## src/sv/utf8_vietnamese_tone_stripper_macros.svh

```systemverilog
// ----------------------------------------------------------------------------
// UTF-8 tone stripper assertion macros
// Concurrent check wrappers, empty when SYNTH is set.
// ----------------------------------------------------------------------------
`ifndef UTF8_VIETNAMESE_TONE_STRIPPER_MACROS_SVH
`define UTF8_VIETNAMESE_TONE_STRIPPER_MACROS_SVH

`ifndef SYNTH

`define UVTS_ASSERT_IMP(lbl, clk, rst_n, ante, cons) \
    lbl: assert property (@(posedge clk) disable iff (!(rst_n)) (ante) |-> (cons)) \
        else $error("implication check failed");

`define UVTS_ASSERT_NXT(lbl, clk, rst_n, ante, cons) \
    lbl: assert property (@(posedge clk) disable iff (!(rst_n)) (ante) |=> (cons)) \
        else $error("next-cycle check failed");

`else

`define UVTS_ASSERT_IMP(lbl, clk, rst_n, ante, cons)

`define UVTS_ASSERT_NXT(lbl, clk, rst_n, ante, cons)

`endif

`endif

```

## src/sv/utf8vts_pkg.sv

```systemverilog
// ----------------------------------------------------------------------------
// UTF-8 tone stripper package
// Word types, job type, constants and the code point to letter map.
// ----------------------------------------------------------------------------
package utf8vts_pkg;

    typedef struct packed {
        logic [7:0] in_byte;
        logic       end_of_string;
    } t_in_word;

    typedef struct packed {
        logic [7:0] out_byte;
        logic       run_last;
        logic       string_done;
    } t_out_word;

    localparam int JOB_BYTES   = 4;
    localparam int IDX_W       = $clog2(JOB_BYTES);
    localparam int CNT_W       = $clog2(JOB_BYTES + 1);
    localparam int QUEUE_DEPTH = 8;
    localparam int QPTR_W      = $clog2(QUEUE_DEPTH);
    localparam int QCNT_W      = $clog2(QUEUE_DEPTH + 1);
    localparam int CODE_W      = 21;

    typedef struct packed {
        logic [JOB_BYTES-1:0][7:0] bytes;
        logic [CNT_W-1:0]          cnt;
        logic                      eos;
    } t_job;

    localparam logic [CODE_W-1:0] MARK_LO   = 21'h0300;
    localparam logic [CODE_W-1:0] MARK_HI   = 21'h036F;
    localparam logic [CODE_W-1:0] LATIN_LO  = 21'h00C0;
    localparam logic [CODE_W-1:0] LATIN_HI  = 21'h00FF;
    localparam logic [CODE_W-1:0] VIET_LO   = 21'h1EA0;
    localparam logic [CODE_W-1:0] VIET_HI   = 21'h1EF9;
    localparam logic [CODE_W-1:0] VIET_A_HI = 21'h1EB7;
    localparam logic [CODE_W-1:0] VIET_E_HI = 21'h1EC7;
    localparam logic [CODE_W-1:0] VIET_I_HI = 21'h1ECB;
    localparam logic [CODE_W-1:0] VIET_O_HI = 21'h1EE3;
    localparam logic [CODE_W-1:0] VIET_U_HI = 21'h1EF1;

    localparam logic [7:0] CH_A     = 8'h41;
    localparam logic [7:0] CH_D     = 8'h44;
    localparam logic [7:0] CH_E     = 8'h45;
    localparam logic [7:0] CH_I     = 8'h49;
    localparam logic [7:0] CH_O     = 8'h4F;
    localparam logic [7:0] CH_U     = 8'h55;
    localparam logic [7:0] CH_Y     = 8'h59;
    localparam logic [7:0] CASE_BIT = 8'h20;

    function automatic logic [7:0] latin1_upper(input logic [4:0] idx);
        logic [7:0] r;
        case (idx) inside
            [5'd0:5'd3]:     r = CH_A;
            [5'd8:5'd10]:    r = CH_E;
            5'd12, 5'd13:    r = CH_I;
            5'd16:           r = CH_D;
            [5'd18:5'd21]:   r = CH_O;
            5'd25, 5'd26:    r = CH_U;
            5'd29:           r = CH_Y;
            default:         r = 8'h00;
        endcase
        return r;
    endfunction

    function automatic logic [7:0] map_code(input logic [CODE_W-1:0] code);
        logic [7:0] up;
        logic [7:0] r;
        up = 8'h00;
        r  = 8'h00;
        if (code >= LATIN_LO && code <= LATIN_HI) begin
            up = latin1_upper(code[4:0]);
            r  = (up != 8'h00 && code[5]) ? (up | CASE_BIT) : up;
        end else if (code >= VIET_LO && code <= VIET_HI) begin
            if (code <= VIET_A_HI) up = CH_A;
            else if (code <= VIET_E_HI) up = CH_E;
            else if (code <= VIET_I_HI) up = CH_I;
            else if (code <= VIET_O_HI) up = CH_O;
            else if (code <= VIET_U_HI) up = CH_U;
            else up = CH_Y;
            r = code[0] ? (up | CASE_BIT) : up;
        end else begin
            case (code)
                21'h0102: r = CH_A;
                21'h0103: r = CH_A | CASE_BIT;
                21'h0110: r = CH_D;
                21'h0111: r = CH_D | CASE_BIT;
                21'h0128: r = CH_I;
                21'h0129: r = CH_I | CASE_BIT;
                21'h0168: r = CH_U;
                21'h0169: r = CH_U | CASE_BIT;
                21'h01A0: r = CH_O;
                21'h01A1: r = CH_O | CASE_BIT;
                21'h01AF: r = CH_U;
                21'h01B0: r = CH_U | CASE_BIT;
                default:  r = 8'h00;
            endcase
        end
        return r;
    endfunction

endpackage

```

## src/sv/utf8vts_front.sv

```systemverilog
// ----------------------------------------------------------------------------
// UTF-8 tone stripper front end
// Accepts input words, gathers sequences, decodes and classifies them,
// and issues at most one job of up to four output bytes per word.
// ----------------------------------------------------------------------------
module utf8vts_front (
    input  logic                  i_clk,
    input  logic                  i_rst_n,
    input  logic                  i_in_valid,
    input  utf8vts_pkg::t_in_word i_in_data,
    output logic                  o_in_stall,
    input  logic                  i_full,
    output logic                  o_push,
    output utf8vts_pkg::t_job     o_job
);
    import utf8vts_pkg::*;

    logic [2:0][7:0]   r_held, n_held;
    logic [1:0]        r_hc, n_hc;
    logic [2:0]        r_sl, n_sl;
    logic              r_vm, n_vm;

    logic              accept;
    logic              complete;
    logic [7:0]        b;
    logic              eos;
    logic [7:0]        s1, s2;
    logic [CODE_W-1:0] code;
    logic [7:0]        mapped;
    t_job              job;

    assign b        = i_in_data.in_byte;
    assign eos      = i_in_data.end_of_string;
    assign accept   = i_in_valid && !i_full;
    assign complete = (r_sl != 3'd0) && (({1'b0, r_hc} + 3'd1) >= r_sl);
    assign s1       = (r_sl == 3'd2) ? b : r_held[1];
    assign s2       = (r_sl == 3'd3) ? b : r_held[2];

    always_comb begin
        unique case (r_sl)
            3'd4:    code = {r_held[0][2:0], s1[5:0], s2[5:0], b[5:0]};
            3'd3:    code = {5'd0, r_held[0][3:0], s1[5:0], s2[5:0]};
            default: code = {10'd0, r_held[0][4:0], s1[5:0]};
        endcase
    end

    assign mapped = map_code(code);

    always_comb begin
        n_held  = r_held;
        n_hc    = r_hc;
        n_sl    = r_sl;
        n_vm    = r_vm;
        job     = '0;
        job.eos = eos;
        if (r_vm) begin
            job.bytes[0] = b;
            job.cnt      = CNT_W'(1);
        end else if (r_sl == 3'd0) begin
            job.bytes[0] = b;
            if (!b[7]) begin
                job.cnt = CNT_W'(1);
            end else begin
                n_held[0] = b;
                n_hc      = 2'd1;
                if (b[7:4] == 4'hF) n_sl = 3'd4;
                else if (b[7:4] == 4'hE) n_sl = 3'd3;
                else n_sl = 3'd2;
                job.cnt = eos ? CNT_W'(1) : CNT_W'(0);
            end
        end else if (complete) begin
            n_hc = 2'd0;
            n_sl = 3'd0;
            if (code >= MARK_LO && code <= MARK_HI) begin
                job.cnt = CNT_W'(0);
            end else if (code == '0) begin
                n_vm = 1'b1;
            end else if (mapped != 8'h00) begin
                job.bytes[0] = mapped;
                job.cnt      = CNT_W'(1);
            end else begin
                job.bytes = {b, s2, s1, r_held[0]};
                job.cnt   = CNT_W'(r_sl);
            end
        end else begin
            n_held[r_hc] = b;
            n_hc         = r_hc + 2'd1;
            if (eos) begin
                job.bytes[0] = r_held[0];
                job.bytes[1] = (r_hc == 2'd1) ? b : r_held[1];
                job.bytes[2] = b;
                job.cnt      = CNT_W'({1'b0, r_hc} + 3'd1);
            end
        end
        if (eos) begin
            n_hc = 2'd0;
            n_sl = 3'd0;
            n_vm = 1'b0;
        end
    end

    always_ff @(posedge i_clk) begin
        if (!i_rst_n) begin
            r_hc <= 2'd0;
            r_sl <= 3'd0;
            r_vm <= 1'b0;
        end else if (accept) begin
            r_hc <= n_hc;
            r_sl <= n_sl;
            r_vm <= n_vm;
        end
    end

    always_ff @(posedge i_clk) begin
        if (accept) begin
            r_held <= n_held;
        end
    end

    assign o_in_stall = i_full;
    assign o_push     = accept && (job.cnt != '0);
    assign o_job      = job;

endmodule

```

## src/sv/utf8vts_queue.sv

```systemverilog
// ----------------------------------------------------------------------------
// UTF-8 tone stripper job queue
// Small first-in first-out store of jobs between front and back ends.
// ----------------------------------------------------------------------------
module utf8vts_queue (
    input  logic              i_clk,
    input  logic              i_rst_n,
    input  logic              i_push,
    input  utf8vts_pkg::t_job i_job,
    output logic              o_full,
    input  logic              i_pop,
    output utf8vts_pkg::t_job o_job,
    output logic              o_empty
);
    import utf8vts_pkg::*;

    t_job              r_mem [QUEUE_DEPTH];
    logic [QPTR_W-1:0] r_wr, r_rd;
    logic [QCNT_W-1:0] r_cnt;

    always_ff @(posedge i_clk) begin
        if (!i_rst_n) begin
            r_wr  <= '0;
            r_rd  <= '0;
            r_cnt <= '0;
        end else begin
            if (i_push) r_wr <= r_wr + QPTR_W'(1);
            if (i_pop)  r_rd <= r_rd + QPTR_W'(1);
            if (i_push && !i_pop)      r_cnt <= r_cnt + QCNT_W'(1);
            else if (i_pop && !i_push) r_cnt <= r_cnt - QCNT_W'(1);
        end
    end

    always_ff @(posedge i_clk) begin
        if (i_push) begin
            r_mem[r_wr] <= i_job;
        end
    end

    assign o_job   = r_mem[r_rd];
    assign o_empty = (r_cnt == '0);
    assign o_full  = (r_cnt == QCNT_W'(QUEUE_DEPTH));

endmodule

```

## src/sv/utf8vts_back.sv

```systemverilog
// ----------------------------------------------------------------------------
// UTF-8 tone stripper back end
// Unpacks the head job into output words, one byte per cycle while the output
// is not stalled, into an output register.
// ----------------------------------------------------------------------------
module utf8vts_back (
    input  logic                   i_clk,
    input  logic                   i_rst_n,
    input  utf8vts_pkg::t_job      i_job,
    input  logic                   i_empty,
    output logic                   o_pop,
    output logic                   o_out_valid,
    output utf8vts_pkg::t_out_word o_out_data,
    input  logic                   i_out_stall
);
    import utf8vts_pkg::*;

    logic [IDX_W-1:0] r_idx;
    logic             r_valid;
    t_out_word        r_word;
    logic             load;
    logic             last;

    assign load  = !i_empty && (!r_valid || !i_out_stall);
    assign last  = (CNT_W'(r_idx) + CNT_W'(1)) == i_job.cnt;
    assign o_pop = load && last;

    always_ff @(posedge i_clk) begin
        if (!i_rst_n) begin
            r_idx   <= '0;
            r_valid <= 1'b0;
        end else if (load) begin
            r_valid <= 1'b1;
            r_idx   <= last ? '0 : r_idx + IDX_W'(1);
        end else if (!i_out_stall) begin
            r_valid <= 1'b0;
        end
    end

    always_ff @(posedge i_clk) begin
        if (load) begin
            r_word.out_byte    <= i_job.bytes[r_idx];
            r_word.run_last    <= last;
            r_word.string_done <= last && i_job.eos;
        end
    end

    assign o_out_valid = r_valid;
    assign o_out_data  = r_word;

endmodule

```

## src/sv/utf8_vietnamese_tone_stripper.sv

```systemverilog
// ----------------------------------------------------------------------------
// UTF-8 Vietnamese tone stripper
// Takes one UTF-8 byte per cycle unless stalled and returns Vietnamese letters as
// plain ASCII, dropping combining marks and passing other sequences through.
// ----------------------------------------------------------------------------
// The block accepts one input byte every cycle while its eight-entry job queue
// has room. The front end decodes a whole sequence in the cycle its final byte
// arrives and queues a job of up to four bytes; the back end sends one output
// word per cycle from the head job while the output is not stalled, so a
// sequence re-emitted byte for byte gives one output word per byte. Since output
// never outruns input, the queue absorbs such bursts and input is taken one byte
// per cycle unless the output side stalls; output runs at up to one word per
// cycle. A result passes through the job queue and then the output register.
`include "utf8_vietnamese_tone_stripper_macros.svh"

module utf8_vietnamese_tone_stripper (
    input  logic                   i_clk,
    input  logic                   i_rst_n,
    input  logic                   i_in_valid,
    input  utf8vts_pkg::t_in_word  i_in_data,
    output logic                   o_in_stall,
    output logic                   o_out_valid,
    output utf8vts_pkg::t_out_word o_out_data,
    input  logic                   i_out_stall
);
    import utf8vts_pkg::*;

    logic q_push, q_full, q_pop, q_empty;
    t_job push_job, head_job;

    utf8vts_front u_front (
        .i_clk      (i_clk),
        .i_rst_n    (i_rst_n),
        .i_in_valid (i_in_valid),
        .i_in_data  (i_in_data),
        .o_in_stall (o_in_stall),
        .i_full     (q_full),
        .o_push     (q_push),
        .o_job      (push_job)
    );

    utf8vts_queue u_queue (
        .i_clk   (i_clk),
        .i_rst_n (i_rst_n),
        .i_push  (q_push),
        .i_job   (push_job),
        .o_full  (q_full),
        .i_pop   (q_pop),
        .o_job   (head_job),
        .o_empty (q_empty)
    );

    utf8vts_back u_back (
        .i_clk       (i_clk),
        .i_rst_n     (i_rst_n),
        .i_job       (head_job),
        .i_empty     (q_empty),
        .o_pop       (q_pop),
        .o_out_valid (o_out_valid),
        .o_out_data  (o_out_data),
        .i_out_stall (i_out_stall)
    );

    `UVTS_ASSERT_IMP(a_no_push_full, i_clk, i_rst_n, q_push, !q_full)
    `UVTS_ASSERT_IMP(a_no_pop_empty, i_clk, i_rst_n, q_pop, !q_empty)
    `UVTS_ASSERT_IMP(a_done_is_last, i_clk, i_rst_n, o_out_valid && o_out_data.string_done, o_out_data.run_last)
    `UVTS_ASSERT_NXT(a_push_fills, i_clk, i_rst_n, q_push && !q_pop, !q_empty)

endmodule
```

## config.mk

```make
export PLATFORM = sky130hd
export DESIGN_NAME = utf8_vietnamese_tone_stripper
export DESIGN_NICKNAME = d
export VERILOG_FILES = /design/src/sv/utf8vts_pkg.sv /design/src/sv/utf8vts_front.sv /design/src/sv/utf8vts_queue.sv /design/src/sv/utf8vts_back.sv /design/src/sv/utf8_vietnamese_tone_stripper.sv
export VERILOG_INCLUDE_DIRS = /design/src /design/src/sv
export SDC_FILE = /design/constraint.sdc
export NUM_CORES = 1
export LEC_CHECK = 0
export ABC_AREA = 0
export BUFFER_PORTS_ARGS = -buffer_cell sky130_fd_sc_hd__buf_2
export CAP_MARGIN = 20
export CORE_MARGIN = 2
export CORE_UTILIZATION = 63
export CTS_CLUSTER_SIZE = 14
export DETAILED_ROUTE_END_ITERATION = 7
export PLACE_DENSITY = 0.8
export SYNTH_ARGS = -nofsm -noshare
export SYNTH_HDL_FRONTEND = slang
export SYNTH_SLANG_ARGS = --single-unit
```

## constraint.sdc

```tcl
create_clock -name i_clk -period 8.5 [get_ports i_clk]
set_input_delay 0.85 -clock i_clk [delete_from_list [all_inputs] [get_ports i_clk]]
set_output_delay 0.85 -clock i_clk [all_outputs]
set_load 0.01 [all_outputs]
```

==> impl_metrics.py <==
metrics = {
    "run_status": {
        "status": "finished, final reports clean",
    },
    "route": {
        "ant_nets": 0,
        "drc_errors": 0,
        "wirelength_um": 36800,
        "routed_via_density": 6.95,
        "dr.pass1.iters": 5,
        "wl_per_cell_um": 28.0,
        "drt_iter0_markers": 1103,
        "vias": 9128,
    },
    "sta": {
        "max-slew-margin-rel_pct": 24.9,
        "period_needed_ns": 6.68,
        "slew_violations": 0,
        "setup_viol_count_final": 0,
        "whs_ns": 0.515,
        "finalHoldViolations": 0,
        "worst_slew_pin_slew_ns": 1.12,
        "rsz0062_at_grt": "no",
        "timing.final.crit_share_pct": 78.6,
        "max_freq_mhz": 150,
        "fin_tns_setup_ns": 0,
        "finalClockSkew_ns": 0.0150,
    },
    "power_and_ir_drop": {
        "power_switching_w": 0.00126,
        "seqPwrFrac_pct": 46.8,
        "powerDensity_mw_per_mm2": 274,
        "p_comb_share_pct": 21.7,
        "power.share.clock_pct": 31.5,
        "power.share.switching_pct": 27.4,
        "p_leak_nw": 5.42,
        "p_int_w": 0.00335,
        "irDropWorstVdd_mv": 0.216,
    },
    "cts": {
        "cts_max_level": 2,
        "cts.sinks": 344,
        "clk_pin_slew_ns": 0.06,
        "post_cts_resized": 0,
        "postCtsHoldBufs": 0,
        "cts_buffers": 35,
        "root_buffer": "clkbuf_16",
        "insertion_delay_ns": 0.51,
        "cts.path.max_buffers": 3,
        "post_cts_buffers": 0,
        "cts_tree": "yes",
    },
    "floorplanning": {
        "io_pins": 25,
        "initial_core_util_pct": 63.6,
        "core-area_mm2": 0.0241,
        "die_area_mm2": 0.0256,
        "die_x_um": 160,
        "std_cell_rows": 57,
        "die_h_um": 160,
    },
    "worst_setup_path": {
        "criticalPathCategory": "flip-flop to flip-flop",
        "critPathArrivalTime_ns": 7.12,
        "worstPathMaxFanout": 20,
        "cp-start-kind": "flip-flop",
        "crit_required_ns": 8.93,
        "critPathCaptureType": "flip-flop",
    },
    "layout": {
        "nFillCells": 1528,
        "multi_input_area_mm2": 0.00500,
        "regArea_mm2": 0.0101,
        "area_growth_pct": 10.2,
        "nets": 991,
        "drive_gt1_share_pct": 22.8,
        "diodes": 0,
    },
    "global_routing": {
        "grt_start_max_net_pins": 72,
        "grt-ovfl-total": 0,
        "grt_usage_pct": 29.4,
        "antenna_found_initial": 0,
        "grt_pass1_wl_um": 56100,
        "grt_pass1_vias": 9021,
    },
    "logic_synthesis": {
        "synth_edf_count": 322,
        "syn_area_mm2": 0.0153,
        "synth_cell_types": 79,
        "synth_cells": 943,
        "yosys_register_bits": 344,
        "syn_avg_cell_area_um2": 16.2,
        "synthFlopType": "edfxtp_1",
        "ys_warn_count": 0,
        "ys_seq_area_share_pct": 66.0,
        "syn_nets": 970,
        "synth-async-reset-ratio_pct": 0,
    },
    "place": {
        "portBuffers": 24,
        "gp_congestion": 0.980,
        "dpl.hpwl_um": 20700,
    },
    "run": {
        "drv_cap": 0,
    },
    "worst_hold_path": {
        "hp-class": "flip-flop to flip-flop",
    },
}
==> per-layer routing <==
layer	GRT usage, %	routed length [um]	up-vias
li1	-	-	3860
met3	4.21	2760	77
met2	49.3	18700	517
met5	0	0	-
met1	40.8	14200	4674
met4	9.34	1170	0
==> registers in the layout (all words and copies together) (netlist names), named ones only <==
signal	cells
u_queue.r_mem	288
u_front.r_held	24
u_back.o_out_data	10
u_queue.r_cnt	4
u_front.r_sl	3
u_queue.r_rd	3
u_queue.r_wr	3
u_back.r_idx	2
u_front.r_hc	2
u_back.o_out_valid	1
u_front.r_vm	1
==> Yosys cell counts (7+ instances only) <==
cell type	count	area share, %
a21oi_1	30	0.98
a22oi_1	8	0.39
a31oi_1	17	0.69
and2_1	9	0.37
and3_1	11	0.45
buf_1	13	0.32
buf_2	7	0.23
clkbuf_1	32	0.78
dfxtp_1	22	2.9
edfxtp_1	322	63
ha_1	13	1.1
inv_1	8	0.20
mux2_2	21	1.5
mux2i_1	12	0.78
mux4_2	88	13
nand2_1	65	1.6
nand3_1	9	0.29
nor2_1	51	1.2
nor2b_1	10	0.41
nor3_1	36	1.2
nor3b_1	8	0.39
o21ai_0	23	0.75
==> stage by stage <==
step | worst slack, ns | util, % | instances | instance area, um^2 | power (W)
CTS | 1.96 | 69.9 | 1310 | 16900 | 0.00464
finish | 1.82 | 70.0 | 1313 | 16900 | 0.00462
detailed placement | 1.98 | 65.5 | 1248 | 15800 | 0.00317
global placement | 2.03 | 65.5 | 1248 | 15800 | 0.00313
floorplan | 1.58 | - | 943 | 15300 | 0.00288
global route | 1.43 | 70.0 | 1313 | 16900 | 0.00478
==> cells by family after synthesis <==
logic type,after synthesis,share of synthesized area (%)
AO/OA/AOI/OAI,139,6.46
XOR/XNOR,8,0.457
adder cells (fa/ha/maj),14,1.19
buffers and inverters,66,1.80
flip-flops,344,66.0
multiplexers,126,15.7
AND/OR/NAND/NOR,246,8.44
==> cell usage in the layout (no fill, tap or decap), types with 6 or more instances in the layout <==
| cell type | n |
|---|---|
| dfxtp_1 | 19 |
| buf_2 | 24 |
| nand2_1 | 65 |
| a21oi_1 | 30 |
| nand4_1 | 6 |
| mux2_2 | 21 |
| and2_1 | 9 |
| nor2_1 | 49 |
| clkbuf_16 | 36 |
| a31oi_1 | 17 |
| mux4_2 | 88 |
| buf_4 | 13 |
| nor3_1 | 34 |
| edfxtp_1 | 322 |
| nor3b_1 | 8 |
| clkbuf_1 | 12 |
| ha_1 | 13 |
| and3_1 | 11 |
| o21ai_0 | 23 |
| nor2b_1 | 10 |
| nand3_1 | 9 |
| clkinv_1 | 6 |
| or3_1 | 6 |
| inv_1 | 8 |
| or4_1 | 6 |
| a22oi_1 | 8 |
| mux2i_1 | 12 |
==> worst paths after layout <==
kind	start	to	slack [ns]	cells past startpoint
worst max-delay path	u_front.r_sl[2]	u_queue.r_cnt[3]	1.82	18
worst min-delay path	u_back.o_out_valid	u_back.o_out_valid	0.51	2
worst max register to register	u_front.r_sl[2]	u_queue.r_cnt[3]	1.82	18
worst min register to register	u_back.o_out_valid	u_back.o_out_valid	0.51	2
==> critical path, cell delays in order (launching register included) <==
cell     delay (ns)
dfxtp_1        0.70
or2b_1         0.32
mux2i_2        0.71
mux2i_1        0.90
nand3_1        0.27
or3_1          0.44
a21o_1         0.39
nor3b_1        0.25
a32o_2         0.39
o31ai_4        0.67
inv_2          0.05
ha_1           0.25
inv_1          0.12
ha_1           0.24
a21o_1         0.17
a21oi_1        0.18
xnor2_1        0.09
or3_1          0.30
a21oi_1        0.15
==> layout make-up <==
cell class	count	area share, %
clock buffer	48	5.60
clock inverter	14	0.771
inverter	10	0.222
multi-input combinational	533	29.6
sequential	344	60.0
tap	324	2.40
timing repair buffer	40	1.42
==> power by group through the flow <==
stage / clock, W / sequential [W] / combinational (W)
after floorplan: 0 / 0.00212 / 0.000761
after global placement: 0 / 0.00218 / 0.000948
after detailed placement: 0 / 0.00219 / 0.000976
after CTS: 0.00148 / 0.00216 / 0.00101
after global routing: 0.00154 / 0.00218 / 0.00107
final: 0.00146 / 0.00216 / 0.00100
(Power assumes the default switching activity.)
